$ cat config.mk
export PLATFORM = sky130hd
export DESIGN_NAME = svge_alu
export DESIGN_NICKNAME = d
export VERILOG_FILES = /design/src/hdl/svge_pkg.sv /design/src/hdl/svge_alu.sv
export SDC_FILE = /design/constraint.sdc
export NUM_CORES = 1
export LEC_CHECK = 0
export BUFFER_PORTS_ARGS = -buffer_cell sky130_fd_sc_hd__buf_2
export CAP_MARGIN = 10
export CORE_ASPECT_RATIO = 1.75
export CORE_MARGIN = 3
export CORE_UTILIZATION = 54
export CTS_BUF_LIST = sky130_fd_sc_hd__clkbuf_4 sky130_fd_sc_hd__clkbuf_8
export DETAILED_ROUTE_END_ITERATION = 7
export PLACE_DENSITY = 0.81
export SLEW_MARGIN = 20
export SYNTH_ARGS = -nofsm -noshare
export SYNTH_HDL_FRONTEND = slang
export SYNTH_SLANG_ARGS = --single-unit
export TNS_END_PERCENT = 100
$ cat constraint.sdc
create_clock -name clock -period 15.35 [get_ports clock]
set_input_delay 1.535 -clock clock [delete_from_list [all_inputs] [get_ports clock]]
set_output_delay 1.535 -clock clock [all_outputs]
set_load 0.02 [all_outputs]
$ cat src/hdl/svge_pkg.sv
// svge_pkg: shared types, codes and constants of the state vector gate engine.
// No dependencies; imported by every module in hdl/.
package svge_pkg;

   localparam int MAX_QUBITS = 10;
   localparam int ADDR_W     = MAX_QUBITS;
   localparam int DEPTH      = 1 << MAX_QUBITS;
   localparam int PAIR_W     = ADDR_W - 1;
   localparam int QUBIT_W    = 4;
   localparam int AMP_W      = 32;
   localparam int MIN_QUBITS = 3;

   localparam logic signed [AMP_W-1:0] INV_SQRT2_Q30 = 32'sd759250125;
   localparam logic signed [AMP_W-1:0] ONE_Q30       = 32'sh4000_0000;

   typedef enum logic [1:0] {
      CMD_INIT     = 2'd0,
      CMD_HADAMARD = 2'd1,
      CMD_TOFFOLI  = 2'd2,
      CMD_READ     = 2'd3
   } cmd_type;

   typedef enum logic {
      CSR_NUM_QUBITS  = 1'b0,
      CSR_START_STATE = 1'b1
   } csr_index_type;

   typedef struct packed {
      cmd_type              command;
      logic [QUBIT_W-1:0]   target_qubit;
      logic [QUBIT_W-1:0]   control_one;
      logic [QUBIT_W-1:0]   control_two;
      logic [9:0]           read_index;
   } req_type;

   typedef struct packed {
      logic signed [AMP_W-1:0] amplitude;
      logic                    status;
   } rsp_type;

   // store port controls
   typedef struct packed {
      logic              wr_en;
      logic [ADDR_W-1:0] wr_addr;
      logic [AMP_W-1:0]  wr_data;
      logic              rd_en;
      logic [ADDR_W-1:0] rd_addr_a;
      logic [ADDR_W-1:0] rd_addr_b;
   } store_ctrl_type;

   // shared multiplier controls
   typedef struct packed {
      logic load_lo;
      logic load_hi;
   } alu_ctrl_type;

endpackage

$ cat src/hdl/svge_alu.sv
// svge_alu: shared 1/sqrt(2) multiplier with floor, then saturating sum and difference.
// Depends on svge_pkg.
module svge_alu import svge_pkg::*; (
   input  logic                    clock,
   input  alu_ctrl_type            ctrl,
   input  logic signed [AMP_W-1:0] a_lo,
   input  logic signed [AMP_W-1:0] a_hi,
   output logic signed [AMP_W-1:0] sum_sat,
   output logic signed [AMP_W-1:0] diff_sat
);

   logic signed [AMP_W-1:0]   op;
   logic signed [2*AMP_W-2:0] prod;
   logic signed [AMP_W-1:0]   scaled;
   logic signed [AMP_W-1:0]   p0_ff;
   logic signed [AMP_W-1:0]   p1_ff;
   logic signed [AMP_W:0]     sum;
   logic signed [AMP_W:0]     diff;

   assign op     = ctrl.load_hi ? a_hi : a_lo;
   assign prod   = op * INV_SQRT2_Q30;
   // arithmetic shift by 30 is a floor; result fits 32 bits
   assign scaled = prod[AMP_W+29:30];

   always_ff @(posedge clock) begin
      if (ctrl.load_lo) begin
         p0_ff <= scaled;
      end
      if (ctrl.load_hi) begin
         p1_ff <= scaled;
      end
   end

   function automatic logic signed [AMP_W-1:0] sat(input logic signed [AMP_W:0] v);
      logic signed [AMP_W-1:0] r;
      if (v[AMP_W] != v[AMP_W-1]) begin
         r = v[AMP_W] ? {1'b1, {(AMP_W-1){1'b0}}} : {1'b0, {(AMP_W-1){1'b1}}};
      end else begin
         r = v[AMP_W-1:0];
      end
      return r;
   endfunction

   assign sum      = (AMP_W+1)'(p0_ff) + (AMP_W+1)'(p1_ff);
   assign diff     = (AMP_W+1)'(p0_ff) - (AMP_W+1)'(p1_ff);
   assign sum_sat  = sat(sum);
   assign diff_sat = sat(diff);

endmodule

==> run_summary.xml, run 1 <==
<?xml version="1.0" encoding="UTF-8"?>
<metrics>
  <group name="global_routing">
    <metric name="grt_start_max_net_pins" unit="">59</metric>
    <metric name="grt_first_pass_wirelength" unit="µm">105000</metric>
    <metric name="antenna_found_initial" unit="">1</metric>
    <metric name="grt_overflow" unit="">0</metric>
    <metric name="global_route.usage.total" unit="%">29.2</metric>
    <metric name="via_count_of_the_first_global_routing_pass" unit="">19600</metric>
  </group>
  <group name="cts">
    <metric name="cts.repair_timing.setup_buffer_count" unit="">0</metric>
    <metric name="number_of_buffers_inserted_during_clock_tree_synthesis" unit="">9</metric>
    <metric name="tritoncts_clock_tree" unit="">yes</metric>
    <metric name="cts_root_buffer" unit="">clkbuf_8</metric>
    <metric name="cts_resized" unit="">0</metric>
    <metric name="clkTransAtPathRegs" unit="ns">0.07</metric>
    <metric name="cts_hold_buffers" unit="">0</metric>
    <metric name="cts_num_sinks" unit="">64</metric>
    <metric name="clockBufferDepth" unit="">2</metric>
    <metric name="count_of_h_tree_levels_built_during_cts" unit="">3</metric>
  </group>
  <group name="floorplan">
    <metric name="die_w" unit="µm">165</metric>
    <metric name="placeableCoreArea" unit="µm²">43600</metric>
    <metric name="pin_count" unit="">131</metric>
    <metric name="floorplan.die_area" unit="µm²">46900</metric>
    <metric name="standard_cell_row_count" unit="">101</metric>
    <metric name="initial_utilization" unit="%">54.8</metric>
    <metric name="die_ht" unit="µm">284</metric>
  </group>
  <group name="worst_setup_path">
    <metric name="worst-path-max-fanout" unit="">58</metric>
    <metric name="cpMostUsedCell" unit="">fa_1</metric>
    <metric name="cp_cell_sequence" unit="">buf_4 -&gt; buf_4 -&gt; mux2i_1 -&gt; inv_1 -&gt; fa_1 -&gt; inv_1 -&gt; fa_1 -&gt; inv_1 -&gt; ha_1 -&gt; fa_1 -&gt; fa_1 -&gt; fa_1 -&gt; fa_1 -&gt; fa_1 -&gt; ha_1 -&gt; a21oi_1 -&gt; o22ai_1 -&gt; nor4b_1 -&gt; a21oi_1 -&gt; nor4_1 -&gt; nor3_1 -&gt; nor3_1 -&gt; o21ai_1 -&gt; xor2_1</metric>
    <metric name="crit_arrival" unit="ns">10.68</metric>
    <metric name="critical_path.startpoint_type" unit="">input pin</metric>
    <metric name="cpPeakStageDelay" unit="ns">0.85</metric>
    <metric name="worst_path_dominant_cell_family" unit="">adder cells</metric>
    <metric name="cp_slowest_cell" unit="">mux2i_1</metric>
    <metric name="crit_path_end_kind" unit="">flip-flop</metric>
    <metric name="cp_data_required_time" unit="ns">15.44</metric>
    <metric name="timing.setup.critical_path_class" unit="">input pin to flip-flop</metric>
    <metric name="critPathBufInv" unit="">5</metric>
  </group>
  <group name="placed_design">
    <metric name="dp.final_hpwl" unit="µm">60300</metric>
    <metric name="place.gp.congestion" unit="">1.07</metric>
    <metric name="placed_cells" unit="">3141</metric>
    <metric name="numPortBuffers" unit="">130</metric>
  </group>
  <group name="yosys">
    <metric name="synthesis.area" unit="µm²">23900</metric>
    <metric name="postSynthRegisterBits" unit="">64</metric>
    <metric name="post-synth-top-count-cell" unit="">inv_1</metric>
    <metric name="synth_async_sr_flop_share" unit="%">0</metric>
    <metric name="netlist.top_cell.by_area" unit="">fa_1</metric>
    <metric name="yosysTopAreaCellShare" unit="%">35.9</metric>
    <metric name="synthesis.nets" unit="">3378</metric>
    <metric name="seq_area_frac_synth" unit="%">8.05</metric>
    <metric name="synthesis.area_per_instance" unit="µm²">9.61</metric>
    <metric name="postSynth.topFlopCell" unit="">edfxtp_1</metric>
    <metric name="ys.warnings.count" unit="">0</metric>
    <metric name="synth.lib_cells_used.distinct" unit="">87</metric>
    <metric name="synth-edff-count" unit="">64</metric>
    <metric name="synth_commonest_cells" unit="">inv_1 (656), fa_1 (428), ha_1 (397)</metric>
    <metric name="cell_types_with_the_largest_area_share_after_synthesis" unit="">fa_1 (36%), ha_1 (21%), inv_1 (10%), edfxtp_1 (8.0%), a21oi_1 (3.1%)</metric>
    <metric name="synthCells" unit="">2486</metric>
  </group>
  <group name="routing">
    <metric name="vias_after_detailed_routing" unit="">18000</metric>
    <metric name="final_antenna_net_count" unit="">0</metric>
    <metric name="totalWireLength" unit="µm">67400</metric>
    <metric name="drt-initial-drc-count" unit="">1282</metric>
    <metric name="routed_wire_length_per_instance" unit="µm">21.3</metric>
    <metric name="post_route_drc_violation_count" unit="">1</metric>
    <metric name="firstDrtPassIters" unit="">8</metric>
    <metric name="drt-vias-per-instance" unit="">5.69</metric>
  </group>
  <group name="timing">
    <metric name="setup_violations" unit="">0</metric>
    <metric name="worst-slew-pin-transition" unit="ns">1.04</metric>
    <metric name="worst_slew_margin_rel" unit="%">28.5</metric>
    <metric name="slew_violations" unit="">0</metric>
    <metric name="maxClockFrequency" unit="GHz">0.0944</metric>
    <metric name="setup-tns-final" unit="ns">0</metric>
    <metric name="timing.final.crit_period" unit="ns">10.60</metric>
    <metric name="report.final.hold_viol_count" unit="">0</metric>
    <metric name="rsz0062_at_grt" unit="">false</metric>
    <metric name="layout_worst_path_cycle_share" unit="%">69.0</metric>
  </group>
  <group name="outcome">
    <metric name="outcome" unit="">finished, violations left</metric>
    <metric name="failed_checks" unit="">DRC</metric>
  </group>
  <group name="final_layout">
    <metric name="post_route_cells_drive_above_1_share" unit="%">8.34</metric>
    <metric name="finalNetCount" unit="">3478</metric>
    <metric name="multi_input_area" unit="µm²">19300</metric>
    <metric name="growth_of_design_area_from_synthesis_to_finish" unit="%">5.94</metric>
    <metric name="regArea" unit="µm²">1920</metric>
    <metric name="fillCellCount" unit="">3732</metric>
    <metric name="fin_cells" unit="">3158</metric>
  </group>
  <group name="run">
    <metric name="drv.max_cap_violation_count" unit="">0</metric>
  </group>
  <group name="worst_hold_path">
    <metric name="min-delay-path-class" unit="">input pin to flip-flop</metric>
  </group>
</metrics>
-- final timing paths --
path,from,endpoint,slack (ns),depth (start not counted)
setup / recovery,ctrl[0],p1_ff[26],4.75,24
hold / removal,ctrl[0],p1_ff[27],1.57,1
-- final cells by class --
class	count	area share, %
Timing Repair Buffer	138	2.82
Clock inverter	7	0.287
Inverter	659	9.77
Sequential cell	64	7.59
Multi-Input combinational cell	1714	76.2
Tap cell	566	2.80
Clock buffer	9	0.489
Antenna cell	1	0.00989
-- placed cells by master (no fill, tap or decap), types with 23 or more instances in the layout --
master,n
nand2_1,69
nor2_1,76
buf_2,129
nor3_1,33
nand3_1,26
ha_1,397
fa_1,428
a21o_1,44
edfxtp_1,64
o21ai_1,33
nand4_1,24
xnor2_1,81
mux2_2,23
inv_1,656
o21ai_0,60
a21oi_1,148
-- metrics by stage --
stage          cell area (µm²)  util, %  worst slack, ns  hold WS (ns)
3_5_place_dp             25100     57.6             4.49          1.93
5_1_grt                  25300     58.0             4.39          1.56
2_1_floorplan            23900        -             3.89          1.65
3_3_place_gp             25100     57.6             4.49          1.93
6_report                 25300     58.0             4.75          1.57
4_1_cts                  25300     58.0             4.86          1.55
-- routing by layer --
layer  part of all wire, %  vias up  track usage, %  wire [µm]
met2                    53      652            52.8      35500
met3                   4.1      220            2.03       2760
met4                   8.1        0            19.2       5490
li1                      -     8197               -          -
met1                    35     8910            32.3      23600
met5                     0        -               0          0
-- cell families after synthesis --
logic type | Yosys count | share of synthesized area, %
AND/OR/NAND/NOR | 303 | 6.23
other | 1 | 0.0157
multiplexers | 49 | 2.19
AO/OA/AOI/OAI | 432 | 11.7
XOR/XNOR | 100 | 3.67
adder cells (fa/ha/maj) | 829 | 56.8
buffers and inverters | 708 | 11.3
flip-flops | 64 | 8.05
-- sequential cells by signal, indices dropped and copies added, names as in the netlist --
signal,flops
p1_ff,32
p0_ff,32
Power of run 1 is not shown: default switching activity piles up to over one toggle a cycle in this logic, so the estimate is an artifact.
==> run 2, diff against run 1 <==
--- a/config.mk
+++ b/config.mk
@@ -5,6 +5,7 @@
 export SDC_FILE = /design/constraint.sdc
 export NUM_CORES = 1
 export LEC_CHECK = 0
+export ABC_AREA = 1
 export BUFFER_PORTS_ARGS = -buffer_cell sky130_fd_sc_hd__buf_2
 export CAP_MARGIN = 10
 export CORE_ASPECT_RATIO = 1.75
==> constraint.sdc (replaced) <==
create_clock -name clock -period 9.9 [get_ports clock]
set_input_delay 0.99 -clock clock [delete_from_list [all_inputs] [get_ports clock]]
set_output_delay 0.99 -clock clock [all_outputs]
set_load 0.02 [all_outputs]
==> run_summary.xml, run 2 <==
<?xml version="1.0" encoding="UTF-8"?>
<metrics>
  <group name="outcome">
    <metric name="outcome" unit="">complete, no violations</metric>
  </group>
  <group name="timing">
    <metric name="setup-tns-final" unit="ns">0</metric>
    <metric name="timing.final.crit_period" unit="ns">9.11</metric>
    <metric name="worst_slew_margin_rel" unit="%">18.2</metric>
    <metric name="report.final.hold_viol_count" unit="">0</metric>
    <metric name="setup_violations" unit="">0</metric>
    <metric name="layout_worst_path_cycle_share" unit="%">92.0</metric>
    <metric name="maxClockFrequency" unit="GHz">0.110</metric>
    <metric name="rsz0062_at_grt" unit="">false</metric>
    <metric name="worst-slew-pin-transition" unit="ns">1.21</metric>
    <metric name="slew_violations" unit="">0</metric>
  </group>
  <group name="worst_setup_path">
    <metric name="timing.setup.critical_path_class" unit="">input pin to flip-flop</metric>
    <metric name="cp_data_required_time" unit="ns">10.02</metric>
    <metric name="cpPeakStageDelay" unit="ns">0.64</metric>
    <metric name="cpMostUsedCell" unit="">fa_1</metric>
    <metric name="cp_slowest_cell" unit="">nor2_1</metric>
    <metric name="crit_arrival" unit="ns">9.23</metric>
    <metric name="critPathBufInv" unit="">7</metric>
    <metric name="critical_path.startpoint_type" unit="">input pin</metric>
    <metric name="worst_path_dominant_cell_family" unit="">adder cells</metric>
    <metric name="worst-path-max-fanout" unit="">19</metric>
    <metric name="crit_path_end_kind" unit="">flip-flop</metric>
  </group>
  <group name="floorplan">
    <metric name="floorplan.die_area" unit="µm²">51600</metric>
    <metric name="pin_count" unit="">131</metric>
    <metric name="placeableCoreArea" unit="µm²">48000</metric>
    <metric name="standard_cell_row_count" unit="">106</metric>
    <metric name="die_w" unit="µm">173</metric>
    <metric name="initial_utilization" unit="%">54.9</metric>
    <metric name="die_ht" unit="µm">298</metric>
  </group>
  <group name="routing">
    <metric name="routed_wire_length_per_instance" unit="µm">22.4</metric>
    <metric name="firstDrtPassIters" unit="">7</metric>
    <metric name="vias_after_detailed_routing" unit="">22800</metric>
    <metric name="drt-initial-drc-count" unit="">1463</metric>
    <metric name="final_antenna_net_count" unit="">0</metric>
    <metric name="totalWireLength" unit="µm">93000</metric>
    <metric name="drt-vias-per-instance" unit="">5.48</metric>
    <metric name="post_route_drc_violation_count" unit="">0</metric>
  </group>
  <group name="yosys">
    <metric name="synth-edff-count" unit="">64</metric>
    <metric name="synthesis.area" unit="µm²">26400</metric>
    <metric name="postSynth.topFlopCell" unit="">edfxtp_1</metric>
    <metric name="synthCells" unit="">3373</metric>
    <metric name="synth-compound-area-share" unit="%">7.47</metric>
    <metric name="cell_types_with_the_largest_area_share_after_synthesis" unit="">fa_1 (32%), ha_1 (19%), inv_1 (13%), nand2_1 (8.7%), edfxtp_1 (7.3%)</metric>
    <metric name="post-synth-top-count-cell" unit="">inv_1</metric>
    <metric name="yosysTopAreaCellShare" unit="%">32.5</metric>
    <metric name="synthAdderAreaFrac" unit="%">51.3</metric>
    <metric name="synth_commonest_cells" unit="">inv_1 (904), nand2_1 (613), fa_1 (428)</metric>
    <metric name="simple_gate_share_of_the_synthesized_area" unit="%">17.5</metric>
    <metric name="netlist.top_cell.by_area" unit="">fa_1</metric>
    <metric name="dominant_combinational_cell_family_by_area_after_synthesis" unit="">adder cells</metric>
    <metric name="seq_area_frac_synth" unit="%">7.29</metric>
    <metric name="synth.area.mux_share" unit="%">0</metric>
    <metric name="synthesis.nets" unit="">4265</metric>
    <metric name="ys.warnings.count" unit="">0</metric>
    <metric name="post_synthesis_share_of_cell_area_spent_on_xor_and_xnor_gates" unit="%">2.26</metric>
    <metric name="synth_async_sr_flop_share" unit="%">0</metric>
    <metric name="postSynthRegisterBits" unit="">64</metric>
    <metric name="synth.lib_cells_used.distinct" unit="">43</metric>
    <metric name="synthesis.area_per_instance" unit="µm²">7.82</metric>
  </group>
  <group name="final_layout">
    <metric name="post_route_cells_drive_above_1_share" unit="%">7.78</metric>
    <metric name="final_cell_mix" unit="">inv_1 (903), nand2_1 (613), fa_1 (428), ha_1 (397), nor2_1 (265)</metric>
    <metric name="layout.cells.most_common" unit="">inv_1</metric>
    <metric name="growth_of_design_area_from_synthesis_to_finish" unit="%">6.19</metric>
    <metric name="finalNetCount" unit="">4394</metric>
    <metric name="biggestRegsByFlops" unit="">p0_ff (32), p1_ff (32)</metric>
  </group>
  <group name="run">
    <metric name="drv.max_cap_violation_count" unit="">0</metric>
  </group>
  <group name="global_routing">
    <metric name="antenna_found_initial" unit="">1</metric>
    <metric name="via_count_of_the_first_global_routing_pass" unit="">25200</metric>
    <metric name="grt_first_pass_wirelength" unit="µm">140000</metric>
    <metric name="global_route.usage.total" unit="%">36.3</metric>
    <metric name="grt_start_max_net_pins" unit="">49</metric>
    <metric name="grt_overflow" unit="">0</metric>
  </group>
  <group name="cts">
    <metric name="cts_resized" unit="">0</metric>
    <metric name="cts_hold_buffers" unit="">0</metric>
    <metric name="number_of_buffers_inserted_during_clock_tree_synthesis" unit="">9</metric>
    <metric name="clockBufferDepth" unit="">2</metric>
    <metric name="tritoncts_clock_tree" unit="">yes</metric>
    <metric name="cts.repair_timing.setup_buffer_count" unit="">0</metric>
    <metric name="clkTransAtPathRegs" unit="ns">0.07</metric>
    <metric name="count_of_h_tree_levels_built_during_cts" unit="">3</metric>
    <metric name="cts_num_sinks" unit="">64</metric>
    <metric name="cts_root_buffer" unit="">clkbuf_8</metric>
  </group>
  <group name="worst_hold_path">
    <metric name="min-delay-path-class" unit="">input pin to flip-flop</metric>
    <metric name="holdCritStartpoint" unit="">ctrl[1]</metric>
    <metric name="whs_endpoint" unit="">p0_ff[4]</metric>
    <metric name="min_delay_path_depth" unit="">1</metric>
  </group>
  <group name="placed_design">
    <metric name="dp.final_hpwl" unit="µm">82300</metric>
    <metric name="place.gp.congestion" unit="">1.15</metric>
    <metric name="numPortBuffers" unit="">130</metric>
  </group>
</metrics>
[run 2: area by class of cell]
type / count / area, µm²
Antenna cell: 1 / 2.50
Clock buffer: 9 / 124
Clock inverter: 7 / 100
Fill cell: 4626 / 20000
Inverter: 922 / 3460
Multi-Input combinational cell: 2347 / 20700
Sequential cell: 64 / 1920
Tap cell: 648 / 811
Timing Repair Buffer: 158 / 861
[run 2: kinds of logic after synthesis]
family	Yosys count
DFF	64
and+or+nand+nor	1102
other	1
xor gates and xnor gates	68
buffers and inverters	962
AOI/OAI and AO/OA	351
adders and majority gates	825
[run 2: worst max-delay path by stage]
| stage | endpoint | start | slack, ns | depth (start not counted) |
|---|---|---|---|---|
| after global placement | p0_ff[27] | ctrl[0] | 0.74 | 26 |
| after CTS | p1_ff[13] | ctrl[0] | 1.10 | 25 |
| after global routing | p1_ff[27] | ctrl[0] | 0.55 | 26 |
| after floorplan | p0_ff[27] | ctrl[0] | 0.79 | 23 |
| final | p1_ff[27] | ctrl[0] | 0.79 | 26 |
| after detailed placement | p0_ff[13] | ctrl[0] | 0.71 | 25 |
[run 2: stage by stage]
stage                     cells  area, µm²  util (%)  hold WS (ns)  setup WS, ns
final                      4156      28000      58.3          1.24         0.788
after global routing       4156      28000      58.3          1.27         0.555
after CTS                  4155      28000      58.3          1.23          1.10
after detailed placement   4139      27800      57.9          1.63         0.709
after global placement     4139      27800      57.9          1.63         0.740
after floorplan            3373      26400         -          1.10         0.785
[run 2: per-layer routing]
layer  vias to the layer above  track usage, %  part of all wire [%]  wire (µm)
li1                      10500               -                     -          -
met1                     10900            31.7                    30      27900
met2                       977            68.2                    52      48400
met3                       472            4.75                   4.8       4440
met4                         0            37.2                    13      12300
met5                         -               0                     0          0
Power of run 2 is left out for the same reason.
==> run 3, diff against run 2 <==
--- a/config.mk
+++ b/config.mk
@@ -8,7 +8,7 @@
 export ABC_AREA = 1
 export BUFFER_PORTS_ARGS = -buffer_cell sky130_fd_sc_hd__buf_2
 export CAP_MARGIN = 10
-export CORE_ASPECT_RATIO = 1.75
+export CORE_ASPECT_RATIO = 0.75
 export CORE_MARGIN = 3
 export CORE_UTILIZATION = 54
 export CTS_BUF_LIST = sky130_fd_sc_hd__clkbuf_4 sky130_fd_sc_hd__clkbuf_8
==> run_summary.xml, run 3 (synthesis results as in run 2) <==
<?xml version="1.0" encoding="UTF-8"?>
<metrics>
  <group name="floorplan">
    <metric name="die_w" unit="µm">261</metric>
    <metric name="pin_count" unit="">131</metric>
    <metric name="placeableCoreArea" unit="µm²">47800</metric>
    <metric name="die_ht" unit="µm">197</metric>
    <metric name="standard_cell_row_count" unit="">69</metric>
    <metric name="floorplan.die_area" unit="µm²">51600</metric>
    <metric name="initial_utilization" unit="%">55.1</metric>
  </group>
  <group name="cts">
    <metric name="cts_num_sinks" unit="">64</metric>
    <metric name="clkTransAtPathRegs" unit="ns">0.07</metric>
    <metric name="number_of_buffers_inserted_during_clock_tree_synthesis" unit="">9</metric>
    <metric name="cts_root_buffer" unit="">clkbuf_8</metric>
    <metric name="count_of_h_tree_levels_built_during_cts" unit="">3</metric>
    <metric name="cts_hold_buffers" unit="">0</metric>
    <metric name="cts.repair_timing.setup_buffer_count" unit="">0</metric>
    <metric name="cts_resized" unit="">0</metric>
    <metric name="tritoncts_clock_tree" unit="">yes</metric>
    <metric name="clockBufferDepth" unit="">2</metric>
  </group>
  <group name="worst_setup_path">
    <metric name="critical_path.startpoint_type" unit="">input pin</metric>
    <metric name="worst-path-max-fanout" unit="">25</metric>
    <metric name="crit_arrival" unit="ns">9.58</metric>
    <metric name="crit_path_end_kind" unit="">flip-flop</metric>
    <metric name="timing.setup.critical_path_class" unit="">input pin to flip-flop</metric>
    <metric name="cp_data_required_time" unit="ns">10.00</metric>
  </group>
  <group name="timing">
    <metric name="rsz0062_at_grt" unit="">false</metric>
    <metric name="layout_worst_path_cycle_share" unit="%">95.8</metric>
    <metric name="setup-tns-final" unit="ns">0</metric>
    <metric name="timing.final.crit_period" unit="ns">9.48</metric>
    <metric name="report.final.hold_viol_count" unit="">0</metric>
    <metric name="maxClockFrequency" unit="GHz">0.105</metric>
    <metric name="setup_violations" unit="">0</metric>
    <metric name="worst-slew-pin-transition" unit="ns">1.08</metric>
    <metric name="slew_violations" unit="">0</metric>
    <metric name="worst_slew_margin_rel" unit="%">27.0</metric>
    <metric name="holdWs" unit="ns">1.27</metric>
  </group>
  <group name="final_layout">
    <metric name="growth_of_design_area_from_synthesis_to_finish" unit="%">5.94</metric>
    <metric name="final_cell_mix" unit="">inv_1 (903), nand2_1 (613), fa_1 (428), ha_1 (397), nor2_1 (265)</metric>
    <metric name="biggestRegsByFlops" unit="">p0_ff (32), p1_ff (32)</metric>
    <metric name="finalNetCount" unit="">4395</metric>
    <metric name="fillCellCount" unit="">4371</metric>
    <metric name="layout.cells.most_common" unit="">inv_1</metric>
    <metric name="post_route_cells_drive_above_1_share" unit="%">7.78</metric>
    <metric name="fin_cells" unit="">4147</metric>
  </group>
  <group name="placed_design">
    <metric name="numPortBuffers" unit="">130</metric>
    <metric name="place.gp.congestion" unit="">1.07</metric>
    <metric name="placed_cells" unit="">4131</metric>
    <metric name="dp.final_hpwl" unit="µm">75800</metric>
  </group>
  <group name="routing">
    <metric name="drt-initial-drc-count" unit="">2481</metric>
    <metric name="totalWireLength" unit="µm">84400</metric>
    <metric name="vias_after_detailed_routing" unit="">22300</metric>
    <metric name="post_route_drc_violation_count" unit="">0</metric>
    <metric name="firstDrtPassIters" unit="">6</metric>
    <metric name="routed_wire_length_per_instance" unit="µm">20.4</metric>
    <metric name="final_antenna_net_count" unit="">0</metric>
    <metric name="drt-vias-per-instance" unit="">5.39</metric>
  </group>
  <group name="global_routing">
    <metric name="grt_overflow" unit="">0</metric>
    <metric name="grt_start_max_net_pins" unit="">49</metric>
    <metric name="global_route.usage.total" unit="%">33.9</metric>
    <metric name="via_count_of_the_first_global_routing_pass" unit="">22500</metric>
    <metric name="antenna_found_initial" unit="">4</metric>
    <metric name="grt_first_pass_wirelength" unit="µm">131000</metric>
  </group>
  <group name="outcome">
    <metric name="outcome" unit="">complete, no violations</metric>
  </group>
  <group name="run">
    <metric name="drv.max_cap_violation_count" unit="">0</metric>
  </group>
  <group name="worst_hold_path">
    <metric name="min-delay-path-class" unit="">input pin to flip-flop</metric>
  </group>
</metrics>
run 3: routing by layer:
metal / vias to the layer above / GRT usage, % / share of wire, %
li1: 10500 / - / -
met1: 10700 / 52.9 / 46
met2: 1151 / 44.6 / 37
met3: 64 / 13.7 / 15
met4: 4 / 4.78 / 1.3
met5: - / 0 / 0.032
run 3: worst max-delay path, cell delays in order:
cell and delay (ns):
buf_2 0.37, inv_1 0.40, or2_2 0.38, o21ai_0 0.41
inv_1 0.55, ha_1 0.46, inv_1 0.05, fa_1 0.49
inv_1 0.06, fa_1 0.56, fa_1 0.44, fa_1 0.50
fa_1 0.43, fa_1 0.58, inv_1 0.07, fa_1 0.50
inv_1 0.04, ha_1 0.46, nand2_1 0.16, nor2_1 0.15
inv_1 0.08, nor2_1 0.09, inv_1 0.09, nor2_1 0.49
nand3_1 0.46, nand4_1 0.19, nand2_1 0.12
run 3: worst paths after layout:
check                from        end  slack, ns  cells after the start
hold / removal    ctrl[1]   p0_ff[1]       1.27                      1
setup / recovery  ctrl[0]  p0_ff[23]       0.42                     27
run 3: layout make-up:
type / instances / area [µm²] / share of cell area [%]
Multi-Input combinational cell: 2347 / 20700 / 74.2
Inverter: 922 / 3460 / 12.4
Sequential cell: 64 / 1920 / 6.88
Timing Repair Buffer: 159 / 868 / 3.11
Tap cell: 639 / 800 / 2.86
Clock buffer: 11 / 139 / 0.497
Clock inverter: 4 / 22.5 / 0.0806
Antenna cell: 1 / 2.50 / 0.00896
run 3: per-stage QoR:
stage | worst slack [ns] | instance area, µm² | util (%)
floorplan | 0.785 | 26400 | -
global placement | 0.406 | 27800 | 58.1
detailed placement | 0.440 | 27800 | 58.1
CTS | 0.797 | 27900 | 58.4
global route | 0.128 | 27900 | 58.4
finish | 0.419 | 27900 | 58.4
Power of run 3 is left out for the same reason.
